File: src/rtl/core/bde_pkg.sv
// shared types, codes and constants of the ducking envelope block
package bde_pkg;

  localparam int SAMPLE_W  = 24;
  localparam int GAIN_W    = 16;
  localparam int CFG_W     = 32;
  localparam int CFG_IDX_W = 3;
  localparam int PERIOD_W  = 24;
  localparam int DIV_STEPS = 16;

  // register indexes
  localparam logic [CFG_IDX_W-1:0] REG_LEFT_ANCHOR  = 3'd0;
  localparam logic [CFG_IDX_W-1:0] REG_LINE_START   = 3'd1;
  localparam logic [CFG_IDX_W-1:0] REG_LINE_END     = 3'd2;
  localparam logic [CFG_IDX_W-1:0] REG_RIGHT_ANCHOR = 3'd3;
  localparam logic [CFG_IDX_W-1:0] REG_ATTACK_CTRL  = 3'd4;
  localparam logic [CFG_IDX_W-1:0] REG_DECAY_CTRL   = 3'd5;
  localparam logic [CFG_IDX_W-1:0] REG_PERIOD       = 3'd6;

  // register reset values
  localparam logic [CFG_W-1:0]    RST_LEFT_ANCHOR  = 32'h0000_0000;
  localparam logic [CFG_W-1:0]    RST_LINE_START   = 32'h199A_FFFF;
  localparam logic [CFG_W-1:0]    RST_LINE_END     = 32'hBAE1_FFFF;
  localparam logic [CFG_W-1:0]    RST_RIGHT_ANCHOR = 32'hFFFF_0000;
  localparam logic [CFG_W-1:0]    RST_ATTACK_CTRL  = 32'h0000_FFFF;
  localparam logic [CFG_W-1:0]    RST_DECAY_CTRL   = 32'hFFFF_FFFF;
  localparam logic [PERIOD_W-1:0] RST_PERIOD       = 24'd22050;

  // segment codes
  localparam logic [1:0] SEG_NONE   = 2'd0;
  localparam logic [1:0] SEG_ATTACK = 2'd1;
  localparam logic [1:0] SEG_HOLD   = 2'd2;
  localparam logic [1:0] SEG_DECAY  = 2'd3;

  // datapath operations
  localparam logic [3:0] OP_NOP   = 4'd0;
  localparam logic [3:0] OP_LOAD  = 4'd1;
  localparam logic [3:0] OP_DIV   = 4'd2;
  localparam logic [3:0] OP_TDONE = 4'd3;
  localparam logic [3:0] OP_UDONE = 4'd4;
  localparam logic [3:0] OP_LDT   = 4'd5;
  localparam logic [3:0] OP_MLO   = 4'd6;
  localparam logic [3:0] OP_MHI   = 4'd7;
  localparam logic [3:0] OP_ACC   = 4'd8;
  localparam logic [3:0] OP_GAIN  = 4'd9;
  localparam logic [3:0] OP_SCL   = 4'd10;
  localparam logic [3:0] OP_SCR   = 4'd11;
  localparam logic [3:0] OP_ADV   = 4'd12;

  typedef struct packed {
    logic signed [SAMPLE_W-1:0] sample_left;
    logic signed [SAMPLE_W-1:0] sample_right;
  } in_item_t;

  typedef struct packed {
    logic signed [SAMPLE_W-1:0] out_left;
    logic signed [SAMPLE_W-1:0] out_right;
    logic [GAIN_W-1:0]          gain_value;
  } out_item_t;

  typedef struct packed {
    logic [3:0] op;
    logic       use_u;
    logic [1:0] term;
  } ctl_cmd_t;

  typedef struct packed {
    logic [1:0] seg;
  } dp_status_t;

endpackage

File: src/rtl/core/bde_datapath.sv
// datapath: registers, counter, shared divider, shared multiplier and scaling
module bde_datapath
  import bde_pkg::*;
#(
  parameter int COUNT_BITS = 24
) (
  input  logic                 clk,
  input  logic                 rst,
  input  logic                 cfg_we,
  input  logic [CFG_IDX_W-1:0] cfg_index,
  input  logic [CFG_W-1:0]     cfg_data,
  input  in_item_t             in_item,
  input  ctl_cmd_t             cmd,
  output dp_status_t           status,
  output out_item_t            result
);

  logic [CFG_W-1:0]      left_anchor, line_start, line_end, right_anchor;
  logic [CFG_W-1:0]      attack_controls, decay_controls;
  logic [PERIOD_W-1:0]   period_length;
  logic [COUNT_BITS-1:0] phase_count, cnt_cur;

  logic [PERIOD_W-1:0] per_eff;
  logic [32:0]         per_ext, cnt_ext, cnt_inc_ext;
  logic [COUNT_BITS-1:0] cnt_eff, cnt_inc;

  logic [PERIOD_W-1:0] rem, den;
  logic [PERIOD_W:0]   rem2;
  logic                div_ge;
  logic [15:0]         quo;
  logic [1:0]          seg, seg_next;
  logic                u_zero, u_full;
  logic [16:0]         u, v;
  logic [63:0]         tval, acc;
  logic [48:0]         plo, mprod;
  logic [31:0]         m_x;
  logic [16:0]         m_f;
  in_item_t            smp;
  logic [SAMPLE_W-1:0] work_l, work_r;
  logic [GAIN_W-1:0]   gain;

  logic [15:0] lx, sx, ex, rx, t, x0, x1, dx, dt;
  logic [17:0] coef;
  logic [63:0] acc_rnd_c, acc_rnd_l;
  logic signed [SAMPLE_W-1:0] s_in;
  logic signed [SAMPLE_W+17:0] sprod;

  // effective period and counter sanitizing
  assign per_eff     = (period_length == '0) ? PERIOD_W'(1) : period_length;
  assign per_ext     = 33'(per_eff);
  assign cnt_ext     = 33'(phase_count);
  assign cnt_eff     = (cnt_ext >= per_ext) ? '0 : phase_count;
  assign cnt_inc     = cnt_cur + COUNT_BITS'(1);
  assign cnt_inc_ext = 33'(cnt_inc);

  // divider step
  assign rem2   = {rem, 1'b0};
  assign div_ge = rem2 >= {1'b0, den};

  // segment selection from phase
  assign lx = left_anchor[31:16];
  assign sx = line_start[31:16];
  assign ex = line_end[31:16];
  assign rx = right_anchor[31:16];
  assign t  = quo;

  always_comb begin
    seg_next = SEG_NONE;
    x0 = ex;
    x1 = rx;
    if (t > lx && t < sx) begin
      seg_next = SEG_ATTACK;
      x0 = lx;
      x1 = sx;
    end else if (t >= sx && t < ex) begin
      seg_next = SEG_HOLD;
      x0 = sx;
      x1 = ex;
    end else if (t >= ex && t <= rx) begin
      seg_next = SEG_DECAY;
    end
  end

  assign dx = x1 - x0;
  assign dt = t - x0;

  // coefficient for the current term
  always_comb begin
    coef = '0;
    case (seg)
      SEG_ATTACK: begin
        case (cmd.term)
          2'd0:    coef = 18'(left_anchor[15:0]);
          2'd1:    coef = 18'({attack_controls[31:16], 1'b0}) + 18'(attack_controls[31:16]);
          2'd2:    coef = 18'({attack_controls[15:0], 1'b0}) + 18'(attack_controls[15:0]);
          default: coef = 18'(line_start[15:0]);
        endcase
      end
      SEG_DECAY: begin
        case (cmd.term)
          2'd0:    coef = 18'(line_end[15:0]);
          2'd1:    coef = 18'({decay_controls[31:16], 1'b0}) + 18'(decay_controls[31:16]);
          2'd2:    coef = 18'({decay_controls[15:0], 1'b0}) + 18'(decay_controls[15:0]);
          default: coef = 18'(right_anchor[15:0]);
        endcase
      end
      default: begin
        coef = (cmd.term == 2'd0) ? 18'(line_start[15:0]) : 18'(line_end[15:0]);
      end
    endcase
  end

  // shared 32x17 multiplier over the two halves of the term
  assign m_x   = (cmd.op == OP_MHI) ? tval[63:32] : tval[31:0];
  assign m_f   = cmd.use_u ? u : v;
  assign mprod = 49'(m_x) * 49'(m_f);

  // rounding of the accumulated polynomial
  assign acc_rnd_c = acc + 64'h0000_8000_0000_0000;
  assign acc_rnd_l = acc + 64'h0000_0000_0000_8000;

  // sample scaling multiplier shared by both channels
  assign s_in  = (cmd.op == OP_SCR) ? smp.sample_right : smp.sample_left;
  assign sprod = (SAMPLE_W+18)'(s_in) * $signed({2'b00, gain})
                 + (SAMPLE_W+18)'(32768);

  // configuration registers
  always_ff @(posedge clk) begin
    if (rst) begin
      left_anchor     <= RST_LEFT_ANCHOR;
      line_start      <= RST_LINE_START;
      line_end        <= RST_LINE_END;
      right_anchor    <= RST_RIGHT_ANCHOR;
      attack_controls <= RST_ATTACK_CTRL;
      decay_controls  <= RST_DECAY_CTRL;
      period_length   <= RST_PERIOD;
    end else if (cfg_we) begin
      unique case (cfg_index)
        REG_LEFT_ANCHOR:  left_anchor     <= cfg_data;
        REG_LINE_START:   line_start      <= cfg_data;
        REG_LINE_END:     line_end        <= cfg_data;
        REG_RIGHT_ANCHOR: right_anchor    <= cfg_data;
        REG_ATTACK_CTRL:  attack_controls <= cfg_data;
        REG_DECAY_CTRL:   decay_controls  <= cfg_data;
        REG_PERIOD:       period_length   <= cfg_data[PERIOD_W-1:0];
        default: ;
      endcase
    end
  end

  // sample counter
  always_ff @(posedge clk) begin
    if (rst) begin
      phase_count <= '0;
    end else if (cmd.op == OP_ADV) begin
      phase_count <= (cnt_inc_ext >= per_ext) ? '0 : cnt_inc;
    end
  end

  // working registers
  always_ff @(posedge clk) begin
    case (cmd.op)
      OP_LOAD: begin
        smp     <= in_item;
        cnt_cur <= cnt_eff;
        rem     <= PERIOD_W'(33'(cnt_eff));
        den     <= per_eff;
        quo     <= '0;
      end
      OP_DIV: begin
        rem <= div_ge ? PERIOD_W'(rem2 - {1'b0, den}) : rem2[PERIOD_W-1:0];
        quo <= {quo[14:0], div_ge};
      end
      OP_TDONE: begin
        seg    <= seg_next;
        rem    <= PERIOD_W'(dt);
        den    <= PERIOD_W'(dx);
        u_zero <= x1 <= x0;
        u_full <= dt == dx;
      end
      OP_UDONE: begin
        u   <= u_zero ? 17'd0 : (u_full ? 17'h10000 : {1'b0, quo});
        v   <= u_zero ? 17'h10000 : (u_full ? 17'd0 : 17'h10000 - {1'b0, quo});
        acc <= '0;
      end
      OP_LDT: tval <= 64'(coef);
      OP_MLO: plo <= mprod;
      OP_MHI: tval <= {mprod[31:0], 32'd0} + 64'(plo);
      OP_ACC: acc <= acc + tval;
      OP_GAIN: begin
        case (seg)
          SEG_NONE: gain <= '0;
          SEG_HOLD: gain <= acc_rnd_l[31:16];
          default:  gain <= acc_rnd_c[63:48];
        endcase
      end
      // unity gain passes the sample unchanged
      OP_SCL: work_l <= (gain == 16'hFFFF) ? smp.sample_left : sprod[SAMPLE_W+15:16];
      OP_SCR: work_r <= (gain == 16'hFFFF) ? smp.sample_right : sprod[SAMPLE_W+15:16];
      OP_ADV: begin
        result.out_left   <= work_l;
        result.out_right  <= work_r;
        result.gain_value <= gain;
      end
      default: ;
    endcase
  end

  assign status.seg = seg;

endmodule

File: src/rtl/core/bde_ctrl.sv
// controller: sequences division, polynomial terms, scaling and output handoff
module bde_ctrl
  import bde_pkg::*;
(
  input  logic       clk,
  input  logic       rst,
  input  logic       in_valid,
  output logic       in_ready,
  output logic       out_valid,
  input  logic       out_ready,
  input  dp_status_t status,
  output ctl_cmd_t   cmd
);

  localparam logic [3:0] S_IDLE  = 4'd0;
  localparam logic [3:0] S_DIVT  = 4'd1;
  localparam logic [3:0] S_TDONE = 4'd2;
  localparam logic [3:0] S_DIVU  = 4'd3;
  localparam logic [3:0] S_UDONE = 4'd4;
  localparam logic [3:0] S_LDT   = 4'd5;
  localparam logic [3:0] S_MLO   = 4'd6;
  localparam logic [3:0] S_MHI   = 4'd7;
  localparam logic [3:0] S_ACC   = 4'd8;
  localparam logic [3:0] S_GAIN  = 4'd9;
  localparam logic [3:0] S_SCL   = 4'd10;
  localparam logic [3:0] S_SCR   = 4'd11;
  localparam logic [3:0] S_OUT   = 4'd12;

  logic [3:0] state, state_next;
  logic [3:0] step, step_next;
  logic [1:0] term, term_next;
  logic [1:0] mul, mul_next;
  logic       out_valid_next;
  logic       is_line;
  logic [1:0] last_mul, last_term;
  logic [2:0] mt_sum;

  assign is_line   = status.seg == SEG_HOLD;
  assign last_mul  = is_line ? 2'd0 : 2'd2;
  assign last_term = is_line ? 2'd1 : 2'd3;
  assign mt_sum    = 3'(mul) + 3'(term);
  assign in_ready  = state == S_IDLE;

  // next state and commands
  always_comb begin
    state_next     = state;
    step_next      = step;
    term_next      = term;
    mul_next       = mul;
    out_valid_next = out_valid && !out_ready;
    cmd.op         = OP_NOP;
    cmd.term       = term;
    cmd.use_u      = is_line ? (term == 2'd1) : (mt_sum >= 3'd3);
    unique case (state)
      S_IDLE: begin
        if (in_valid) begin
          cmd.op     = OP_LOAD;
          step_next  = '0;
          state_next = S_DIVT;
        end
      end
      S_DIVT, S_DIVU: begin
        cmd.op    = OP_DIV;
        step_next = step + 4'd1;
        if (step == 4'(DIV_STEPS - 1)) begin
          state_next = (state == S_DIVT) ? S_TDONE : S_UDONE;
        end
      end
      S_TDONE: begin
        cmd.op     = OP_TDONE;
        step_next  = '0;
        state_next = S_DIVU;
      end
      S_UDONE: begin
        cmd.op     = OP_UDONE;
        term_next  = '0;
        state_next = (status.seg == SEG_NONE) ? S_GAIN : S_LDT;
      end
      S_LDT: begin
        cmd.op     = OP_LDT;
        mul_next   = '0;
        state_next = S_MLO;
      end
      S_MLO: begin
        cmd.op     = OP_MLO;
        state_next = S_MHI;
      end
      S_MHI: begin
        cmd.op = OP_MHI;
        if (mul == last_mul) begin
          state_next = S_ACC;
        end else begin
          mul_next   = mul + 2'd1;
          state_next = S_MLO;
        end
      end
      S_ACC: begin
        cmd.op = OP_ACC;
        if (term == last_term) begin
          state_next = S_GAIN;
        end else begin
          term_next  = term + 2'd1;
          state_next = S_LDT;
        end
      end
      S_GAIN: begin
        cmd.op     = OP_GAIN;
        state_next = S_SCL;
      end
      S_SCL: begin
        cmd.op     = OP_SCL;
        state_next = S_SCR;
      end
      S_SCR: begin
        cmd.op     = OP_SCR;
        state_next = S_OUT;
      end
      S_OUT: begin
        // hand the result over once the output register is free
        if (!out_valid || out_ready) begin
          cmd.op         = OP_ADV;
          out_valid_next = 1'b1;
          state_next     = S_IDLE;
        end
      end
      default: state_next = S_IDLE;
    endcase
  end

  // state registers
  always_ff @(posedge clk) begin
    if (rst) begin
      state     <= S_IDLE;
      step      <= '0;
      term      <= '0;
      mul       <= '0;
      out_valid <= 1'b0;
    end else begin
      state     <= state_next;
      step      <= step_next;
      term      <= term_next;
      mul       <= mul_next;
      out_valid <= out_valid_next;
    end
  end

  // an accepted request starts the phase division
  a_load: assert property (@(posedge clk) disable iff (rst)
    in_valid && in_ready |=> state == S_DIVT)
    else $error("request accepted but division not started");

  // phase division always runs its full length
  a_tdiv: assert property (@(posedge clk) disable iff (rst)
    state == S_TDONE |-> $past(state) == S_DIVT && $past(step) == 4'(DIV_STEPS - 1))
    else $error("phase division cut short");

  // a pending result is never overwritten
  a_hold: assert property (@(posedge clk) disable iff (rst)
    state == S_OUT && out_valid && !out_ready |=> state == S_OUT)
    else $error("result handed over while output busy");

  // the multiply pair never overruns a term
  a_mul: assert property (@(posedge clk) disable iff (rst)
    state == S_MHI |-> mul <= 2'd2)
    else $error("multiply count out of range");

endmodule

File: src/rtl/core/bezier_ducking_envelope_top.sv
// top level of the Bezier ducking envelope: controller and datapath
//
//   channel  signals                          payload
//   cfg      cfg_we, cfg_index, cfg_data      register write, no handshake
//   in       in_valid / in_ready              in_item_t  (stereo frame)
//   out      out_valid / out_ready            out_item_t (scaled frame, gain)
//
// one request runs two 16-step divisions on one shared divider, then the
// polynomial terms of its segment on one shared 32x17 multiplier: none outside
// all segments, two line terms in the hold line and four terms in a Bezier segment
// rst is synchronous and restores the register reset values and clears the counter
// a finished result waits in the output register; the next request is taken meanwhile
module bezier_ducking_envelope_top
  import bde_pkg::*;
#(
  parameter int COUNT_BITS = 24
) (
  input  logic                 clk,
  input  logic                 rst,
  input  logic                 cfg_we,
  input  logic [CFG_IDX_W-1:0] cfg_index,
  input  logic [CFG_W-1:0]     cfg_data,
  input  logic                 in_valid,
  output logic                 in_ready,
  input  in_item_t             in_item,
  output logic                 out_valid,
  input  logic                 out_ready,
  output out_item_t            out_item
);

  ctl_cmd_t   cmd;
  dp_status_t status;

  // sequencer
  bde_ctrl u_ctrl (
    .clk       (clk),
    .rst       (rst),
    .in_valid  (in_valid),
    .in_ready  (in_ready),
    .out_valid (out_valid),
    .out_ready (out_ready),
    .status    (status),
    .cmd       (cmd)
  );

  // arithmetic and storage
  bde_datapath #(
    .COUNT_BITS (COUNT_BITS)
  ) u_datapath (
    .clk       (clk),
    .rst       (rst),
    .cfg_we    (cfg_we),
    .cfg_index (cfg_index),
    .cfg_data  (cfg_data),
    .in_item   (in_item),
    .cmd       (cmd),
    .status    (status),
    .result    (out_item)
  );

endmodule
File: config.mk
export PLATFORM = sky130hd
export DESIGN_NAME = bezier_ducking_envelope_top
export DESIGN_NICKNAME = d
export VERILOG_FILES = /design/src/rtl/core/bde_pkg.sv /design/src/rtl/core/bde_datapath.sv /design/src/rtl/core/bde_ctrl.sv /design/src/rtl/core/bezier_ducking_envelope_top.sv
export SDC_FILE = /design/constraint.sdc
export NUM_CORES = 2
export LEC_CHECK = 0
export BUFFER_PORTS_ARGS = -buffer_cell sky130_fd_sc_hd__buf_2
export CORE_ASPECT_RATIO = 0.8
export CORE_MARGIN = 2
export CORE_UTILIZATION = 65
export CTS_CLUSTER_SIZE = 16
export DETAILED_ROUTE_END_ITERATION = 8
export GPL_TIMING_DRIVEN = 0
export PLACE_DENSITY = 0.91
export SYNTH_ARGS = -nofsm -noshare
export SYNTH_HDL_FRONTEND = slang
export SYNTH_SLANG_ARGS = --single-unit
File: constraint.sdc
create_clock -name clk -period 22.6 [get_ports clk]
set_input_delay 1.13 -clock clk [delete_from_list [all_inputs] [get_ports clk]]
set_output_delay 1.13 -clock clk [all_outputs]
set_load 0.05 [all_outputs]
======== After elaboration in Yosys (flattened, before gate mapping) ========
Index checks and enable logic that the tools add are counted.
cells by class
  add/sub/neg operators ................... 18
  multipliers ............................. 2
  $lt $le $gt $ge ......................... 11
  eq/ne operators ......................... 45
  muxes and demuxes ....................... 49
  reductions and logical operators ........ 33
operators by type and width
  operator                                             number
  one-hot mux 64 bit (2 select lines)                  2
  2-to-1 mux 24 bit                                    7
  one-hot mux 18 bit (3 select lines)                  2
  one-hot mux 4 bit (12 select lines)                  2
  2-to-1 mux 16 bit                                    5
  adder 17 x 16 -> 18 bit                              4
  one-hot mux 24 bit (3 select lines)                  1
  adder 64 x 48 -> 64 bit, second input constant       1
  adder 64 x 49 -> 64 bit                              1
  adder 64 bit                                         1
  one-hot mux 16 bit (2 select lines)                  2
  2-to-1 mux 17 bit                                    3
  multiplier 32 x 17 -> 49 bit                         1
  greater-or-equal comparator 24 bit                   2
  one-hot mux 24 bit (2 select lines)                  1
  equality test 4 bit, second input constant           11
  adder 40 x 17 -> 40 bit, second input constant       1
  multiplier 24 x 17 -> 40 bit                         1
  one-hot mux 18 bit (2 select lines)                  1
  adder 32 x 16 -> 32 bit, second input constant       1
  equality test 4 x 3 -> 1 bit, second input constant  8
  greater-or-equal comparator 16 bit                   2
  less-or-equal comparator 16 bit                      2
  less-than comparator 16 bit                          2
  41 further kinds                                     94
word-level totals
  bits in registers ....................... 732
  word-level logic and storage cells ...... 193

======== Depth between registers and ports, before layout ========
  word-level depth ........................ 9
  mapped depth ............................ 37
  depth with buffers taken out ............ 34

======== Cells and area by module ========
A second synthesis with hierarchy kept.
second synthesis, totals
  cell total of the unflattened synthesis .. 8,097
  area, all modules ....................... 73,873.4 um2
by module, submodules not included
  module        instances  cells each  area each (um2)  sequential area each (um2)
  bde_datapath  1          7,986       73,003.8         19,158.4
  bde_ctrl      1          111         869.6            260.2

======== Least setup slack after synthesis ========
OpenSTA, ideal clock, no wires.
  path kind ............................... reg2reg
  start point ............................. register u_ctrl.term[0]
  end point ............................... register u_datapath.tval[63] (data pin)
  library setup time ...................... 0.266 ns
  data arrival time ....................... 8.195 ns
  required time ........................... 22.334 ns
  setup slack ............................. 14.139 ns
  stages on the path, launching flop included .. 32
  path buffers ............................ 2
  clock period less this slack ............ 8.461 ns
  cells stage by stage .................... dfxtp_1 ha_1 inv_1 fa_1 nand2b_1 a31oi_1 clkbuf_1 mux2i_1 clkbuf_1 nor2_1 fa_1 fa_1 ha_1 fa_1 fa_1 inv_1 fa_1 inv_1 ha_1 a2111oi_0 nor3b_2 a21oi_1 ha_1 a21o_1 a21oi_1 a21boi_0 o21ai_0 o31ai_1 and3b_1 nand4_1 xor2_1 nor2_1
on the way
  cells in the longest elaborated chain, start to end .. 7
  elaborated cells between the ends (all ways) .. 8
  classes of those cells .................. add/sub: 2; mul: 1; order compare: 1; eq/ne: 1; mux: 3
ends and longest elaborated chain
  element                                     line                 text
  from (decl)                                 bde_ctrl.sv:31       logic [1:0] term, term_next;
  from (signal assigned)                      bde_ctrl.sv:141      term <= term_next;
  adder 2 x 2 -> 3 bit                        bde_ctrl.sv:41       assign mt_sum = 3'(mul) + 3'(term);
  greater-or-equal comparator 3 x 2 -> 1 bit  bde_ctrl.sv:53       cmd.use_u = is_line ? (term == 2'd1) : (mt_sum >= 3'd3);
  2-to-1 mux 1 bit *                          bde_ctrl.sv:53
  2-to-1 mux 17 bit *                         bde_datapath.sv:115  assign m_f = cmd.use_u ? u : v;
  multiplier 32 x 17 -> 49 bit *              bde_datapath.sv:116  assign mprod = 49'(m_x) * 49'(m_f);
  named net u_datapath.mprod[11]              bde_datapath.sv:35   logic [48:0] plo, mprod;
  adder 64 x 49 -> 64 bit *                   bde_datapath.sv:188  OP_MHI: tval <= {mprod[31:0], 32'd0} + 64'(plo);
  one-hot mux 64 bit (2 select lines) *       bde_datapath.sv:162  case (cmd.op)
  to (signal assigned)                        bde_datapath.sv:186  OP_LDT: tval <= 64'(coef);
  to (signal assigned)                        bde_datapath.sv:188
  to (decl)                                   bde_datapath.sv:34   logic [63:0] tval, acc;
The timed path passes the listed nets; every way through them passes the cells marked *.
A chain may end at the register's enable or synchronous reset.

======== Worst setup path after layout ========
  start point ............................. register u_ctrl.term[1]
  end point ............................... register u_datapath.tval[63] (data pin)
The elaborated chain is that of the path after synthesis.

==> run metrics <==
share of the synthesized area in the top cell type 22.75%; DRT antenna net count 0; Num CTS Buffers 76; Initial Util 65.80%; EDFF count, synth 478; CTS resizes 0; first-pass GRT wire length 374400 um; Post-Syn Area per Cell 9.167 sq um; Slowest cell on crit path o31ai_1; crit path launch u_ctrl.term[1]; asr flop ratio synth 0%; crit path DAT 12040 ps; achievable frequency 0.08598 GHz; IO Count 154; Crit path top cell by count fa_1; register area share after synthesis 26.58%; core box area 111000 sq um; # setup viols final 0; hold depth 0; Synth area leaders fa_1 23%, edfxtp_1 20%, ha_1 9.6%; Slew @ Worst Pin 1597 ps; clk_lat worst skew 720 ps; Wirelength per Cell 25.42 um; commonest non-fill, non-tap cell in the layout nand2_1; min-delay worst type register to register; worst-path maximum fanout 10; Max Root-Sink Buffers 3; CP required 23010 ps; Design Area, Final 78710 sq um; failing checks DRC, capacitance limit, slew limit; largest net degree at the start of global routing 52; initial antenna violation count 9; Critical Path Max Stage Delay 930 ps; synth warn 0; layout cells sized above 1 4.748%; Die Footprint 115100 sq um; TritonRoute pass-1 iters 9; Synth Instances 7968; clk_skew 67.11 ps; die span in y 303.8 um; Setup crit start kind register; IO Port Bufs 152; DP HPWL 194800 um; critical path capture point type register; Crit Path Class register to register; #FFs+latches synth 731; Final Max Tran Viols 20; r2r setup slk 10970 ps; CTS tree built; reg2reg start u_ctrl.term[1]; gr usage total 43.11%; vias in the first global route 63430; CP Capture Point u_datapath.tval[63]; P&R area growth vs syn 7.761%; clock sink count 731; remaining routing DRC violations 8; Die W 378.8 um; post-synthesis cell type count 99; Top FF cell, synth edfxtp_1; vias per cell 6.468; Vias 63280; Post-CTS Setup Bufs 0; H-tree levels 3; max_cap viols 3; Hold Vio Cnt, Final 0; number of DRC markers in iteration 0 8812; Post-DP Area 75990 sq um; clock root buffer clkbuf_16; row cnt 109; post-synth top area cell fa_1; max_slew headroom -7.303%; status complete, but fails checks; Hold Buf Count CTS 0; Tmin final 11630 ps; RSZ-0062 raised after global routing no; Worst R2R End u_datapath.tval[63]; worst r2r path cells 31; Clock transition at path regs 70 ps; Detailed Route WL 248600 um; Final period util 51.46%; commonest cells after routing, fill and taps aside 1397 x nand2_1, 1076 x inv_1, 830 x fa_1; syn_nets 9445; total negative setup slack 0 ps; RD Place Congestion 1.089; # nets final 9692; mapped cell area 73050 sq um; GRT Residual Overflow 0
flip-flops by register name, summed over array words and instances, names as in the netlist, 32 cells and up:
| signal | cells |
|---|---|
| u_datapath.acc | 64 |
| u_datapath.result | 64 |
| u_datapath.tval | 64 |
| u_datapath.plo | 49 |
| u_datapath.smp | 48 |
| u_datapath.attack_controls | 32 |
| u_datapath.decay_controls | 32 |
| u_datapath.left_anchor | 32 |
| u_datapath.line_end | 32 |
| u_datapath.line_start | 32 |
| u_datapath.right_anchor | 32 |
synthesized netlist by cell type, types with 16 or more instances:
| cell | n |
|---|---|
| o21ai_0 | 191 |
| a21oi_1 | 409 |
| dfxtp_1 | 253 |
| mux2_2 | 29 |
| o22ai_1 | 22 |
| and2_1 | 258 |
| mux2i_1 | 99 |
| or3_1 | 16 |
| nand2b_1 | 45 |
| and3_1 | 65 |
| nand4_1 | 54 |
| a21o_1 | 131 |
| fa_1 | 830 |
| o31a_1 | 16 |
| nand3_1 | 94 |
| xor2_1 | 144 |
| nand3b_1 | 100 |
| inv_1 | 1078 |
| a31oi_1 | 34 |
| o21a_1 | 37 |
| nor2b_1 | 60 |
| o21bai_1 | 31 |
| ha_1 | 559 |
| edfxtp_1 | 478 |
| a211o_1 | 37 |
| nor3_1 | 66 |
| o211ai_1 | 18 |
| xnor2_1 | 188 |
| buf_1 | 18 |
| clkbuf_1 | 305 |
| a211oi_1 | 52 |
| nand2_1 | 1397 |
| nor4_1 | 30 |
| a221oi_1 | 25 |
| nor2_1 | 534 |
| a32o_1 | 26 |
logic make-up after synthesis:
family                   synth area share (%)
AND/OR/NAND/NOR                         17.18
buffers and inverters                   7.288
adder cells (fa/ha/maj)                 32.32
AO/OA/AOI/OAI                           10.80
flip-flops                              26.58
XOR/XNOR                                3.981
multiplexers                            1.838
routing by layer:
metal | track usage, % | part of all wire [%] | vias up
met1 | 56.44 | 36 | 30220
li1 | - | - | 26740
met4 | 24.47 | 7.0 | 10
met3 | 16.68 | 16 | 1168
met5 | 0 | 0.037 | -
met2 | 61.12 | 41 | 5141
cell type report:
class	count	area (sq um)
flip-flops and latches	731	19420
inverters	1080	4056
clock buffers	93	2101
diodes	7	17.52
fillers	7970	32300
repair buffers	169	1012
well taps	1498	1874
plain buffers	334	1271
clock inverters	48	603.1
multi-input cells	5823	48360
metrics by stage:
step | utilization [%] | cells | hold slack, ps | worst slack (ps)
2_1_floorplan | - | 7968 | 400.3 | 14140
3_3_place_gp | 68.17 | 9618 | 400.6 | 11450
3_5_place_dp | 68.45 | 9635 | 404.5 | 11510
4_1_cts | 70.89 | 9776 | 414.6 | 11540
5_1_grt | 70.89 | 9778 | 419.9 | 10680
6_report | 70.90 | 9783 | 415.1 | 10970
how the worst min path moves through the flow:
stage               slack (ps)               endpoint            startpoint
detailed placement         400  u_datapath.result[19]  u_datapath.work_r[3]
finish                     420  u_datapath.result[19]  u_datapath.work_r[3]
global placement           400  u_datapath.result[16]  u_datapath.work_r[0]
CTS                        410  u_datapath.result[19]  u_datapath.work_r[3]
global route               420  u_datapath.result[19]  u_datapath.work_r[3]
floorplan                  400  u_datapath.result[16]  u_datapath.work_r[0]
worst max-delay path: cells and delay by family (launching register included):
kind	cells	cell delay (ps)
adders and majority gates	9	3610
AOI/OAI and AO/OA	9	3410
buffers and inverters	6	2120
muxes	1	870
and+or+nand+nor	5	840
DFF	1	350
xor gates and xnor gates	1	220
Power is not shown: default switching activity piles up to over one toggle a cycle in this logic, so the estimate is an artifact.
